`config.mk`:
```
export PLATFORM = sky130hd
export DESIGN_NAME = mandelbrot_escape_shader_unit
export DESIGN_NICKNAME = d
export VERILOG_FILES = /design/src/mes_pkg.sv /design/src/mes_cfg_regs.sv /design/src/mes_sequencer.sv /design/src/mes_datapath.sv /design/src/mandelbrot_escape_shader_unit.sv
export SDC_FILE = /design/constraint.sdc
export NUM_CORES = 2
export LEC_CHECK = 0
export BUFFER_PORTS_ARGS = -buffer_cell sky130_fd_sc_hd__buf_4
export CAP_MARGIN = 20
export CORE_MARGIN = 3
export CORE_UTILIZATION = 50
export CTS_BUF_LIST = sky130_fd_sc_hd__clkbuf_16
export DETAILED_ROUTE_END_ITERATION = 12
export PLACE_DENSITY = 0.66
export SLEW_MARGIN = 20
export SYNTH_ARGS = -nofsm -noshare
export SYNTH_HDL_FRONTEND = slang
export SYNTH_SLANG_ARGS = --single-unit
```
`constraint.sdc`:
```
create_clock -name clk -period 11.76 [get_ports clk]
set_clock_uncertainty 0.2 [all_clocks]
set_input_delay 1.176 -clock clk [delete_from_list [all_inputs] [get_ports clk]]
set_output_delay 1.176 -clock clk [all_outputs]
set_load 0.01 [all_outputs]
```
`src/mes_pkg.sv`:
```
// Shared types, constants and the control program of the Mandelbrot escape shader.
// Used by every module of the block; depends on nothing.
package mes_pkg;

  localparam int COORD_W = 32;
  localparam int FRAC_W = COORD_W - 4;
  localparam int ITER_W = 16;
  localparam int PIX_W = 14;
  localparam int SCALE_W = COORD_W - 1;
  localparam int MUL_W = 2 * COORD_W;
  localparam int MAG_W = 2 * (COORD_W - 1) + 1 - FRAC_W;
  localparam int NORM_W = MAG_W + 1;
  localparam int WIDE_W = PIX_W + SCALE_W + 3;
  localparam int PP_W = PIX_W + SCALE_W;
  localparam int SHADE_FRAC = 16;
  localparam int SHADE_W = SHADE_FRAC + 1;
  localparam int RNG_W = SHADE_W + ITER_W;
  localparam int DCNT_W = $clog2(ITER_W);
  localparam int UPC_W = 4;
  localparam int PADDR_W = 6;
  localparam int PDATA_W = 64;
  localparam int REG_IDX_W = 3;

  localparam logic [SHADE_W-1:0] ONE_Q16 = SHADE_W'(1) << SHADE_FRAC;

  localparam logic [SCALE_W-1:0] SCALE_RST = SCALE_W'(345032);
  localparam logic signed [COORD_W-1:0] ORIGIN_X_RST = -32'sd487530496;
  localparam logic signed [COORD_W-1:0] ORIGIN_Y_RST = 32'sd268434896;
  localparam logic [NORM_W-1:0] ESCAPE_RST = NORM_W'(1073741824);
  localparam logic [ITER_W-1:0] MAX_ITER_RST = ITER_W'(300);
  localparam logic [1:0] MODE_RST = 2'd0;
  localparam logic [SHADE_W-1:0] RANGE_RST = SHADE_W'(32768);

  localparam logic [REG_IDX_W-1:0] REG_SCALE = 3'd0;
  localparam logic [REG_IDX_W-1:0] REG_ORIGIN_X = 3'd1;
  localparam logic [REG_IDX_W-1:0] REG_ORIGIN_Y = 3'd2;
  localparam logic [REG_IDX_W-1:0] REG_ESCAPE = 3'd3;
  localparam logic [REG_IDX_W-1:0] REG_MAX_ITER = 3'd4;
  localparam logic [REG_IDX_W-1:0] REG_MODE = 3'd5;
  localparam logic [REG_IDX_W-1:0] REG_RANGE = 3'd6;

  localparam logic [1:0] MODE_SMOOTH = 2'd0;
  localparam logic [1:0] MODE_SHARP = 2'd1;
  localparam logic [1:0] MODE_RANGED = 2'd2;

  localparam logic [UPC_W-1:0] UPC_IDLE = 4'd0;
  localparam logic [UPC_W-1:0] UPC_LOOP = 4'd4;
  localparam logic [UPC_W-1:0] UPC_DIV = 4'd11;

  typedef struct packed {
    logic [PIX_W-1:0] pixel_x;
    logic [PIX_W-1:0] pixel_y;
    logic             last_in_row;
  } pixel_t;

  typedef struct packed {
    logic [SHADE_W-1:0] shade;
    logic [ITER_W-1:0]  iteration_count;
    logic               last;
  } result_t;

  typedef struct packed {
    logic [SCALE_W-1:0]        scale;
    logic signed [COORD_W-1:0] origin_x;
    logic signed [COORD_W-1:0] origin_y;
    logic [NORM_W-1:0]         escape_norm_limit;
    logic [ITER_W-1:0]         max_iterations;
    logic [1:0]                output_mode;
    logic [SHADE_W-1:0]        range_limit;
  } cfg_t;

  typedef enum logic [2:0] {
    MUL_NONE, MUL_ZRZI, MUL_ZRZR, MUL_ZIZI, MUL_PXSC, MUL_PYSC, MUL_RNGMAX
  } mul_sel_t;

  typedef enum logic [2:0] {
    TAKE_NONE, TAKE_RI, TAKE_RR, TAKE_II, TAKE_CR, TAKE_CI
  } take_sel_t;

  typedef enum logic [2:0] {
    JMP_NONE, JMP_ALWAYS, JMP_WAIT, JMP_ITER, JMP_DIV
  } jmp_t;

  typedef struct packed {
    logic             load;
    logic             init;
    mul_sel_t         mul;
    take_sel_t        take;
    logic             zupd;
    logic             div_init;
    logic             div_step;
    logic             shade_wr;
    jmp_t             jmp;
    logic [UPC_W-1:0] target;
  } ctl_t;

  typedef struct packed {
    logic iter_go;
    logic div_go;
  } flags_t;

  function automatic ctl_t ucode(input logic [UPC_W-1:0] upc);
    ctl_t w;
    w = '0;
    case (upc)
      4'd0: begin
        w.load = 1'b1;
        w.jmp = JMP_WAIT;
        w.target = UPC_IDLE;
      end
      4'd1: begin
        w.init = 1'b1;
        w.mul = MUL_PXSC;
      end
      4'd2: begin
        w.take = TAKE_CR;
        w.mul = MUL_PYSC;
      end
      4'd3: begin
        w.take = TAKE_CI;
        w.mul = MUL_ZRZI;
      end
      4'd4: begin
        w.take = TAKE_RI;
      end
      4'd5: begin
        w.zupd = 1'b1;
      end
      4'd6: begin
        w.mul = MUL_ZRZR;
      end
      4'd7: begin
        w.take = TAKE_RR;
        w.mul = MUL_ZIZI;
      end
      4'd8: begin
        w.take = TAKE_II;
      end
      4'd9: begin
        w.mul = MUL_ZRZI;
        w.jmp = JMP_ITER;
        w.target = UPC_LOOP;
      end
      4'd10: begin
        w.mul = MUL_RNGMAX;
        w.div_init = 1'b1;
      end
      4'd11: begin
        w.div_step = 1'b1;
        w.jmp = JMP_DIV;
        w.target = UPC_DIV;
      end
      4'd12: begin
        w.shade_wr = 1'b1;
        w.jmp = JMP_ALWAYS;
        w.target = UPC_IDLE;
      end
      default: begin
        w.jmp = JMP_ALWAYS;
        w.target = UPC_IDLE;
      end
    endcase
    return w;
  endfunction

  function automatic logic [COORD_W-1:0] mag(input logic signed [COORD_W-1:0] v);
    return v[COORD_W-1] ? COORD_W'(-v) : COORD_W'(v);
  endfunction

  function automatic logic signed [COORD_W-1:0] sat_coord(
    input logic signed [WIDE_W-1:0] v
  );
    logic signed [COORD_W-1:0] r;
    r = v[COORD_W-1:0];
    if (v[WIDE_W-1] && !(&v[WIDE_W-2:COORD_W-1])) begin
      r = {1'b1, {(COORD_W-1){1'b0}}};
    end else if (!v[WIDE_W-1] && (|v[WIDE_W-2:COORD_W-1])) begin
      r = {1'b0, {(COORD_W-1){1'b1}}};
    end
    return r;
  endfunction

endpackage

```
`src/mes_cfg_regs.sv`:
```
// Configuration register file behind the APB-style port.
// Depends on mes_pkg for the register layout and reset values.
module mes_cfg_regs (
  input  logic                          clk,
  input  logic                          rst,
  input  logic                          psel,
  input  logic                          penable,
  input  logic                          pwrite,
  input  logic [mes_pkg::PADDR_W-1:0]   paddr,
  input  logic [mes_pkg::PDATA_W-1:0]   pwdata,
  output logic [mes_pkg::PDATA_W-1:0]   prdata,
  output logic                          pready,
  output mes_pkg::cfg_t                 cfg
);

  logic [mes_pkg::REG_IDX_W-1:0] idx;
  logic                          wr;

  assign idx = paddr[mes_pkg::PADDR_W-1 -: mes_pkg::REG_IDX_W];
  assign wr = psel && penable && pwrite;
  assign pready = 1'b1;

  always_ff @(posedge clk) begin
    if (rst) begin
      cfg.scale <= mes_pkg::SCALE_RST;
      cfg.origin_x <= mes_pkg::ORIGIN_X_RST;
      cfg.origin_y <= mes_pkg::ORIGIN_Y_RST;
      cfg.escape_norm_limit <= mes_pkg::ESCAPE_RST;
      cfg.max_iterations <= mes_pkg::MAX_ITER_RST;
      cfg.output_mode <= mes_pkg::MODE_RST;
      cfg.range_limit <= mes_pkg::RANGE_RST;
    end else if (wr) begin
      unique case (idx)
        mes_pkg::REG_SCALE: cfg.scale <= pwdata[mes_pkg::SCALE_W-1:0];
        mes_pkg::REG_ORIGIN_X: cfg.origin_x <= pwdata[mes_pkg::COORD_W-1:0];
        mes_pkg::REG_ORIGIN_Y: cfg.origin_y <= pwdata[mes_pkg::COORD_W-1:0];
        mes_pkg::REG_ESCAPE: cfg.escape_norm_limit <= pwdata[mes_pkg::NORM_W-1:0];
        mes_pkg::REG_MAX_ITER: cfg.max_iterations <= pwdata[mes_pkg::ITER_W-1:0];
        mes_pkg::REG_MODE: cfg.output_mode <= pwdata[1:0];
        mes_pkg::REG_RANGE: cfg.range_limit <= pwdata[mes_pkg::SHADE_W-1:0];
        default: begin
        end
      endcase
    end
  end

  always_comb begin
    prdata = '0;
    unique case (idx)
      mes_pkg::REG_SCALE: prdata = mes_pkg::PDATA_W'(cfg.scale);
      mes_pkg::REG_ORIGIN_X: prdata = mes_pkg::PDATA_W'($signed(cfg.origin_x));
      mes_pkg::REG_ORIGIN_Y: prdata = mes_pkg::PDATA_W'($signed(cfg.origin_y));
      mes_pkg::REG_ESCAPE: prdata = mes_pkg::PDATA_W'(cfg.escape_norm_limit);
      mes_pkg::REG_MAX_ITER: prdata = mes_pkg::PDATA_W'(cfg.max_iterations);
      mes_pkg::REG_MODE: prdata = mes_pkg::PDATA_W'(cfg.output_mode);
      mes_pkg::REG_RANGE: prdata = mes_pkg::PDATA_W'(cfg.range_limit);
      default: prdata = '0;
    endcase
  end

endmodule

```
`src/mes_sequencer.sv`:
```
// Microcode sequencer: step counter, control store lookup and conditional jumps.
// Depends on mes_pkg for the control word and the program.
module mes_sequencer (
  input  logic            clk,
  input  logic            rst,
  input  logic            start,
  input  mes_pkg::flags_t flags,
  output mes_pkg::ctl_t   ctl,
  output logic            busy
);

  logic [mes_pkg::UPC_W-1:0] upc;
  logic [mes_pkg::UPC_W-1:0] upc_next;

  assign ctl = mes_pkg::ucode(upc);
  assign busy = (upc != mes_pkg::UPC_IDLE);

  always_comb begin
    upc_next = upc + mes_pkg::UPC_W'(1);
    unique case (ctl.jmp)
      mes_pkg::JMP_NONE: upc_next = upc + mes_pkg::UPC_W'(1);
      mes_pkg::JMP_ALWAYS: upc_next = ctl.target;
      mes_pkg::JMP_WAIT: if (!start) begin
        upc_next = ctl.target;
      end
      mes_pkg::JMP_ITER: if (flags.iter_go) begin
        upc_next = ctl.target;
      end
      mes_pkg::JMP_DIV: if (flags.div_go) begin
        upc_next = ctl.target;
      end
      default: upc_next = mes_pkg::UPC_IDLE;
    endcase
  end

  always_ff @(posedge clk) begin
    if (rst) begin
      upc <= mes_pkg::UPC_IDLE;
    end else begin
      upc <= upc_next;
    end
  end

endmodule

```
`src/mes_datapath.sv`:
```
// Datapath: coordinate mapping, shared multiplier, z update, norm test and shade divider.
// Depends on mes_pkg; driven by the control word from mes_sequencer.
module mes_datapath (
  input  logic             clk,
  input  logic             rst,
  input  logic             start,
  input  mes_pkg::pixel_t  pixel,
  input  mes_pkg::cfg_t    cfg,
  input  mes_pkg::ctl_t    ctl,
  output mes_pkg::flags_t  flags,
  output logic             done,
  output mes_pkg::result_t result
);

  logic [mes_pkg::PIX_W-1:0]          px;
  logic [mes_pkg::PIX_W-1:0]          py;
  logic                               last_q;
  logic signed [mes_pkg::COORD_W-1:0] cr;
  logic signed [mes_pkg::COORD_W-1:0] ci;
  logic signed [mes_pkg::COORD_W-1:0] zr;
  logic signed [mes_pkg::COORD_W-1:0] zi;
  logic [mes_pkg::MAG_W-1:0]          rr;
  logic [mes_pkg::MAG_W-1:0]          ii;
  logic signed [mes_pkg::MAG_W:0]     ri;
  logic [mes_pkg::MUL_W-1:0]          prod;
  logic                               psign;
  logic [mes_pkg::ITER_W-1:0]         count;
  logic [mes_pkg::ITER_W-1:0]         quot;
  logic [mes_pkg::ITER_W-1:0]         rem;
  logic [mes_pkg::DCNT_W-1:0]         dcnt;

  logic [mes_pkg::COORD_W-1:0]        opa;
  logic [mes_pkg::COORD_W-1:0]        opb;
  logic                               osign;
  logic [mes_pkg::MAG_W-1:0]          mag_p;
  logic signed [mes_pkg::MAG_W:0]     conv_s;
  logic signed [mes_pkg::WIDE_W-1:0]  cr_sum;
  logic signed [mes_pkg::WIDE_W-1:0]  ci_sum;
  logic signed [mes_pkg::WIDE_W-1:0]  nr_sum;
  logic signed [mes_pkg::WIDE_W-1:0]  ni_sum;
  logic [mes_pkg::NORM_W-1:0]         norm;
  logic [mes_pkg::ITER_W-1:0]         maxi;
  logic [mes_pkg::ITER_W:0]           rem2;
  logic                               rem_ge;
  logic [mes_pkg::SHADE_W-1:0]        shade_val;

  assign maxi = (cfg.max_iterations == '0) ? mes_pkg::ITER_W'(1) : cfg.max_iterations;

  always_comb begin
    opa = '0;
    opb = '0;
    osign = 1'b0;
    case (ctl.mul)
      mes_pkg::MUL_ZRZI: begin
        opa = mes_pkg::mag(zr);
        opb = mes_pkg::mag(zi);
        osign = zr[mes_pkg::COORD_W-1] ^ zi[mes_pkg::COORD_W-1];
      end
      mes_pkg::MUL_ZRZR: begin
        opa = mes_pkg::mag(zr);
        opb = mes_pkg::mag(zr);
      end
      mes_pkg::MUL_ZIZI: begin
        opa = mes_pkg::mag(zi);
        opb = mes_pkg::mag(zi);
      end
      mes_pkg::MUL_PXSC: begin
        opa = mes_pkg::COORD_W'(px);
        opb = mes_pkg::COORD_W'(cfg.scale);
      end
      mes_pkg::MUL_PYSC: begin
        opa = mes_pkg::COORD_W'(py);
        opb = mes_pkg::COORD_W'(cfg.scale);
      end
      mes_pkg::MUL_RNGMAX: begin
        opa = mes_pkg::COORD_W'(cfg.range_limit);
        opb = mes_pkg::COORD_W'(maxi);
      end
      default: begin
      end
    endcase
  end

  // Products hold magnitudes; the Q4.28 result truncates toward zero before the sign.
  assign mag_p = prod[mes_pkg::FRAC_W +: mes_pkg::MAG_W];
  assign conv_s = psign ? -$signed({1'b0, mag_p}) : $signed({1'b0, mag_p});

  assign cr_sum = mes_pkg::WIDE_W'($signed(cfg.origin_x))
                + $signed(mes_pkg::WIDE_W'(prod[mes_pkg::PP_W-1:0]));
  assign ci_sum = mes_pkg::WIDE_W'($signed(cfg.origin_y))
                - $signed(mes_pkg::WIDE_W'(prod[mes_pkg::PP_W-1:0]));
  assign nr_sum = $signed(mes_pkg::WIDE_W'(rr)) - $signed(mes_pkg::WIDE_W'(ii))
                + mes_pkg::WIDE_W'(cr);
  assign ni_sum = mes_pkg::WIDE_W'(ri) + mes_pkg::WIDE_W'(ri) + mes_pkg::WIDE_W'(ci);

  assign norm = mes_pkg::NORM_W'(rr) + mes_pkg::NORM_W'(ii);
  assign flags.iter_go = (norm < cfg.escape_norm_limit) && (count < maxi);
  assign flags.div_go = (dcnt != mes_pkg::DCNT_W'(mes_pkg::ITER_W - 1));

  assign rem2 = {rem, 1'b0};
  assign rem_ge = (rem2 >= {1'b0, maxi});

  always_comb begin
    case (cfg.output_mode)
      mes_pkg::MODE_SMOOTH: shade_val = (count < maxi) ? mes_pkg::SHADE_W'(quot) : '0;
      mes_pkg::MODE_SHARP: shade_val = (count == maxi) ? '0 : mes_pkg::ONE_Q16;
      mes_pkg::MODE_RANGED: begin
        shade_val = ({1'b0, count, mes_pkg::SHADE_FRAC'(0)} < prod[mes_pkg::RNG_W-1:0])
                  ? mes_pkg::ONE_Q16 : '0;
      end
      default: shade_val = '0;
    endcase
  end

  always_ff @(posedge clk) begin
    if (ctl.load && start) begin
      px <= pixel.pixel_x;
      py <= pixel.pixel_y;
      last_q <= pixel.last_in_row;
    end
    if (ctl.init) begin
      zr <= '0;
      zi <= '0;
      rr <= '0;
      ii <= '0;
      count <= '0;
    end
    if (ctl.mul != mes_pkg::MUL_NONE) begin
      prod <= mes_pkg::MUL_W'(opa) * mes_pkg::MUL_W'(opb);
      psign <= osign;
    end
    case (ctl.take)
      mes_pkg::TAKE_RI: ri <= conv_s;
      mes_pkg::TAKE_RR: rr <= mag_p;
      mes_pkg::TAKE_II: ii <= mag_p;
      mes_pkg::TAKE_CR: cr <= mes_pkg::sat_coord(cr_sum);
      mes_pkg::TAKE_CI: ci <= mes_pkg::sat_coord(ci_sum);
      default: begin
      end
    endcase
    if (ctl.zupd) begin
      zr <= mes_pkg::sat_coord(nr_sum);
      zi <= mes_pkg::sat_coord(ni_sum);
      count <= count + mes_pkg::ITER_W'(1);
    end
    if (ctl.div_init) begin
      rem <= count;
      quot <= '0;
      dcnt <= '0;
    end
    if (ctl.div_step) begin
      rem <= rem_ge ? mes_pkg::ITER_W'(rem2 - {1'b0, maxi}) : rem2[mes_pkg::ITER_W-1:0];
      quot <= {quot[mes_pkg::ITER_W-2:0], rem_ge};
      dcnt <= dcnt + mes_pkg::DCNT_W'(1);
    end
    if (ctl.shade_wr) begin
      result.shade <= shade_val;
      result.iteration_count <= count;
      result.last <= last_q;
    end
  end

  always_ff @(posedge clk) begin
    if (rst) begin
      done <= 1'b0;
    end else begin
      done <= ctl.shade_wr;
    end
  end

endmodule

```
`src/mandelbrot_escape_shader_unit.sv`:
```
// A pixel word taken at a start edge yields its result word once its iterations and the shade
// division finish; done is high for one cycle with it and cannot be stalled.
// Pixels are taken one at a time: a new one is not started while busy. The single shared 32x32
// multiplier serves three products per iteration, and a shade divider follows the iterations.
// Reset (rst, synchronous) returns the sequencer to idle, clears done and loads the
// register defaults; a new pixel can be started in the cycle its predecessor's done is high.
module mandelbrot_escape_shader_unit (
  input  logic                        clk,
  input  logic                        rst,
  input  logic                        start,
  output logic                        busy,
  input  mes_pkg::pixel_t             pixel,
  output logic                        done,
  output mes_pkg::result_t            result,
  input  logic                        psel,
  input  logic                        penable,
  input  logic                        pwrite,
  input  logic [mes_pkg::PADDR_W-1:0] paddr,
  input  logic [mes_pkg::PDATA_W-1:0] pwdata,
  output logic [mes_pkg::PDATA_W-1:0] prdata,
  output logic                        pready
);

  mes_pkg::cfg_t   cfg;
  mes_pkg::ctl_t   ctl;
  mes_pkg::flags_t flags;

  mes_cfg_regs u_cfg (
    .clk     (clk),
    .rst     (rst),
    .psel    (psel),
    .penable (penable),
    .pwrite  (pwrite),
    .paddr   (paddr),
    .pwdata  (pwdata),
    .prdata  (prdata),
    .pready  (pready),
    .cfg     (cfg)
  );

  mes_sequencer u_seq (
    .clk   (clk),
    .rst   (rst),
    .start (start),
    .flags (flags),
    .ctl   (ctl),
    .busy  (busy)
  );

  mes_datapath u_dp (
    .clk    (clk),
    .rst    (rst),
    .start  (start),
    .pixel  (pixel),
    .cfg    (cfg),
    .ctl    (ctl),
    .flags  (flags),
    .done   (done),
    .result (result)
  );

endmodule

```
==> flow_summary.html <==
<table>
<tr><th>Metric</th><th>Value</th></tr>
<tr><th colspan="2">Run status</th></tr>
<tr><td>Run status</td><td>finished clean</td></tr>
<tr><th colspan="2">Timing</th></tr>
<tr><td>Fin worst setup slack</td><td>0.3617 ns</td></tr>
<tr><td>Worst hold margin</td><td>0.2326 ns</td></tr>
<tr><td>Min Tclk post-route</td><td>11.40 ns</td></tr>
<tr><td>Final number of setup-violating endpoints</td><td>0</td></tr>
<tr><td>Remaining max-slew budget at the tightest pin</td><td>10.47%</td></tr>
<tr><td>RSZ-0062 raised after global routing</td><td>false</td></tr>
<tr><td>Post-Route Setup TNS</td><td>0 ns</td></tr>
<tr><td>Achievable frequency</td><td>87.73 MHz</td></tr>
<tr><td>Max-slew violation count</td><td>0</td></tr>
<tr><td>Least-Margin Pin Slew</td><td>1.343 ns</td></tr>
<tr><td>Final cycle utilization of the critical path</td><td>96.92%</td></tr>
<tr><td>Hold violation count in the final report</td><td>0</td></tr>
<tr><th colspan="2">Clock network</th></tr>
<tr><td>Clock latency reported for the late side of the worst-skew pair</td><td>0.72 ns</td></tr>
<tr><td>Number of buffers created by CTS</td><td>72</td></tr>
<tr><td>TritonCTS clock tree</td><td>yes</td></tr>
<tr><td>Clk sink count</td><td>584</td></tr>
<tr><td>Clock input transition at the sequential cells of the worst setup and hold paths</td><td>0.06 ns</td></tr>
<tr><td>Root cell of the clock tree</td><td>sky130_fd_sc_hd__clkbuf_16</td></tr>
<tr><td>Maximum buffer depth of the clock tree</td><td>3</td></tr>
<tr><td>Setup bufs post-CTS</td><td>0</td></tr>
<tr><td>CTS HTree Levels</td><td>3</td></tr>
<tr><th colspan="2">Finish</th></tr>
<tr><td>Utilization after layout</td><td>55.08%</td></tr>
<tr><td>Area used by sequential logic in the layout</td><td>15830 um2</td></tr>
<tr><td>Synthesis-to-layout area growth</td><td>8.882%</td></tr>
<tr><td>Final non-filler cell area</td><td>78370 um2</td></tr>
<tr><td>Area taken by multi-input logic gates</td><td>50290 um2</td></tr>
<tr><td>Count of fill cells added during filler insertion</td><td>13030</td></tr>
<tr><td>Share of cells above drive strength 1</td><td>7.756%</td></tr>
<tr><td>Final Net Count</td><td>9733</td></tr>
<tr><td>Non-filler cells, final</td><td>10110</td></tr>
<tr><th colspan="2">Placement</th></tr>
<tr><td>Dpl cell area</td><td>75810 um2</td></tr>
<tr><td>RePlAce Congestion</td><td>1.022</td></tr>
<tr><td>Post-placement setup slack</td><td>0.4971 ns</td></tr>
<tr><td>HPWL after DPL</td><td>213.9 mm</td></tr>
<tr><td>Port-buffer cells</td><td>173</td></tr>
<tr><td>Number of placed instances with taps included</td><td>9958</td></tr>
<tr><th colspan="2">Setup path</th></tr>
<tr><td>Internal reg-to-reg setup slack</td><td>0.36 ns</td></tr>
<tr><td>Capture point of the worst reg-to-reg path</td><td>u_dp.prod[61]$_DFFE_PP_</td></tr>
<tr><td>R2R cell count</td><td>40</td></tr>
<tr><td>Critical R2R Launch</td><td>u_seq.upc[0]$_SDFF_PP0_</td></tr>
<tr><td>Critical path arrival</td><td>11.60 ns</td></tr>
<tr><td>Type of the worst setup path</td><td>reg -&gt; reg</td></tr>
<tr><td>Slowest CP cell</td><td>sky130_fd_sc_hd__o211a_1</td></tr>
<tr><td>Element type at the critical path end</td><td>flop</td></tr>
<tr><td>CP Launch Point</td><td>u_seq.upc[0]$_SDFF_PP0_</td></tr>
<tr><td>Maximum fanout encountered on the critical timing path</td><td>25</td></tr>
<tr><td>Element type at the critical path start</td><td>flop</td></tr>
<tr><td>Critical path endpoint</td><td>u_dp.prod[61]$_DFFE_PP_</td></tr>
<tr><td>Data required, critical path</td><td>11.96 ns</td></tr>
<tr><td>Delay of the slowest critical-path stage</td><td>0.68 ns</td></tr>
<tr><th colspan="2">GRT</th></tr>
<tr><td>Largest net degree at the start of global routing</td><td>85</td></tr>
<tr><td>Number of antenna violations at the first check in global routing</td><td>20</td></tr>
<tr><td>Number of global-route vias before repair</td><td>59230</td></tr>
<tr><td>First-pass GRT wire length</td><td>387.3 mm</td></tr>
<tr><td>Gr ovfl total</td><td>0</td></tr>
<tr><td>Combined global-route utilization of all metal layers</td><td>35.50%</td></tr>
<tr><th colspan="2">Min path</th></tr>
<tr><td>Number of stages on the worst hold path</td><td>0</td></tr>
<tr><td>Hold crit path type</td><td>reg -&gt; reg</td></tr>
<tr><th colspan="2">Yosys</th></tr>
<tr><td>Post-synth design cell area</td><td>71970 um2</td></tr>
<tr><td>Synthesized net count</td><td>9690</td></tr>
<tr><td>Synth area leaders</td><td>sky130_fd_sc_hd__fa_1 25%, sky130_fd_sc_hd__edfxtp_1 17%, sky130_fd_sc_hd__ha_1 10%</td></tr>
<tr><td>Async SR Flop Fraction</td><td>0%</td></tr>
<tr><td>Number of library cell types mapped by synthesis</td><td>99</td></tr>
<tr><td>Post-synthesis area per instance</td><td>8.886 um2</td></tr>
<tr><td>Number of instances in the synthesized netlist</td><td>8100</td></tr>
<tr><td>Biggest area consumer among synthesized cells</td><td>sky130_fd_sc_hd__fa_1</td></tr>
<tr><td>Primary flip-flop cell chosen by synthesis mapping</td><td>sky130_fd_sc_hd__edfxtp_1</td></tr>
<tr><td>Post-synth EDFFs</td><td>413</td></tr>
<tr><td>Fraction of post-synthesis cell area in the top cell type by area</td><td>25.09%</td></tr>
<tr><td>Post-synthesis sequential element count</td><td>584</td></tr>
<tr><td>Count of yosys warnings during synthesis</td><td>0</td></tr>
<tr><td>Fraction of the yosys area taken by sequential cells</td><td>21.99%</td></tr>
<tr><th colspan="2">Pwr</th></tr>
<tr><td>Cell area power density</td><td>130.1 nW/um2</td></tr>
<tr><td>Leakage power</td><td>35.52 nW</td></tr>
<tr><td>Maximum vdd drop</td><td>166.2 uV</td></tr>
<tr><td>Overall Power</td><td>10.20 mW</td></tr>
<tr><th colspan="2">Floorplan</th></tr>
<tr><td>Core region area</td><td>142300 um2</td></tr>
<tr><td>Initial cell density of the core</td><td>50.59%</td></tr>
<tr><td>Die Span Y</td><td>385.4 um</td></tr>
<tr><td>IO Count</td><td>206</td></tr>
<tr><td>Die area</td><td>148500 um2</td></tr>
<tr><td>Die outline width</td><td>385.4 um</td></tr>
<tr><td>Standard-cell rows</td><td>138</td></tr>
<tr><th colspan="2">Routing</th></tr>
<tr><td>Vias per cell</td><td>6.021</td></tr>
<tr><td>1st-pass router iterations</td><td>8</td></tr>
<tr><td>Total length of routed wires</td><td>262.9 mm</td></tr>
<tr><td>Per-cell routed wire length</td><td>26.01 um</td></tr>
<tr><td># DRC</td><td>0</td></tr>
<tr><td>Post-DRT Antenna Nets</td><td>0</td></tr>
<tr><td>Total via count in the routed design</td><td>60850</td></tr>
<tr><td>Initial DRC count</td><td>6767</td></tr>
<tr><th colspan="2">Flow run</th></tr>
<tr><td>Max-capacitance violation count</td><td>0</td></tr>
</table>
## registers in the layout (all words and copies together) (netlist names), 16 cells and up
name	cells
u_cfg.cfg	166
u_dp.result	34
u_dp.ci	32
u_dp.quot	16
u_dp.count	16
u_dp.prod	63
u_dp.ii	35
u_dp.cr	32
u_dp.zi	32
u_dp.rem	16
u_dp.zr	32
u_dp.rr	35
u_dp.ri	36
## report_power, final
part | switching (mW) | internal (mW) | leakage, nW
combinational | 3.21 | 1.73 | 29.0
clock | 1.01 | 1.30 | 1.24
sequential | 0.428 | 2.52 | 5.29
## timing repair
action	4_1_cts	5_1_grt
endpoints found under the setup margin	0	10
hold buffers	0	0
resized for setup	0	10
## worst min-delay path by stage
stage	to	start
final	u_dp.result[0]$_DFFE_PP_	u_dp.last_q$_DFFE_PP_
after global routing	u_dp.result[0]$_DFFE_PP_	u_dp.last_q$_DFFE_PP_
after CTS	u_dp.result[0]$_DFFE_PP_	u_dp.last_q$_DFFE_PP_
after detailed placement	u_dp.result[0]$_DFFE_PP_	u_dp.last_q$_DFFE_PP_
after global placement	u_dp.result[0]$_DFFE_PP_	u_dp.last_q$_DFFE_PP_
after floorplan	u_dp.result[0]$_DFFE_PP_	u_dp.last_q$_DFFE_PP_
## worst max-delay path, delay by kind of cell, from the launching register on
kind,cells,cell delay [ns]
AO/OA/AOI/OAI,11,3.00
adder cells (fa/ha/maj),10,4.84
buffers and inverters,11,1.54
flip-flops,1,0.34
multiplexers,1,0.22
AND/OR/NAND/NOR,7,0.92
## per-layer routing
layer  routed length, um  up-vias  global-route usage [%]
met2              111300     3243                   52.24
met3               29900      605                   8.583
li1                    -    26550                       -
met5                 207        -                       0
met1              105900    30430                   49.14
met4               15560       18                   17.15
## cells in the mapped netlist (all sizes together), types with 49 or more instances
library cell / count
buf: 61
nor3: 62
and3: 52
clkbuf: 341
nand2: 1038
a22oi: 101
nand3: 82
xnor2: 242
nand4: 50
nor2b: 54
fa: 902
nand3b: 49
nand2b: 51
edfxtp: 413
dfxtp: 171
a21o: 172
inv: 1210
xor2: 149
a21oi: 518
o21ai: 228
ha: 583
o21bai: 59
and2: 114
nor2: 841
## cell families after synthesis
| group | after synthesis | synth area share [%] |
|---|---|---|
| simple gates | 2527 | 15.46 |
| buf+inv | 1614 | 8.734 |
| fa+ha+maj | 1485 | 35.22 |
| compound gates | 1470 | 13.44 |
| flops | 584 | 21.99 |
| xor+xnor | 391 | 4.758 |
| mux | 28 | 0.3911 |
| other cells | 1 | 0.005210 |
## layout make-up
type | count | share of cell area [%]
Tap cell | 1890 | 3.018
Timing Repair Buffer | 373 | 3.658
Sequential cell | 584 | 20.19
Clock inverter | 55 | 0.6786
Multi-Input combinational cell | 5902 | 64.18
Inverter | 1210 | 5.797
Antenna cell | 16 | 0.05109
Clock buffer | 76 | 2.427
## layout by cell type, fill, tap and decap left out, drive strengths merged, types with 51 or more instances in the layout
cell type | netlist | final
and3 | 52 | 52
inv | 1210 | 1231
and2 | 114 | 114
edfxtp | 413 | 413
o21ai | 228 | 228
ha | 583 | 583
xnor2 | 242 | 242
a22oi | 101 | 101
nand2 | 1038 | 1038
nand3 | 82 | 82
buf | 61 | 373
nor2b | 54 | 54
clkbuf | 341 | 76
nor3 | 62 | 62
xor2 | 149 | 149
nand2b | 51 | 51
dfxtp | 171 | 171
a21o | 172 | 172
fa | 902 | 902
a21oi | 518 | 518
nor2 | 841 | 841
o21bai | 59 | 59
Power figures use the tool's default switching activity.
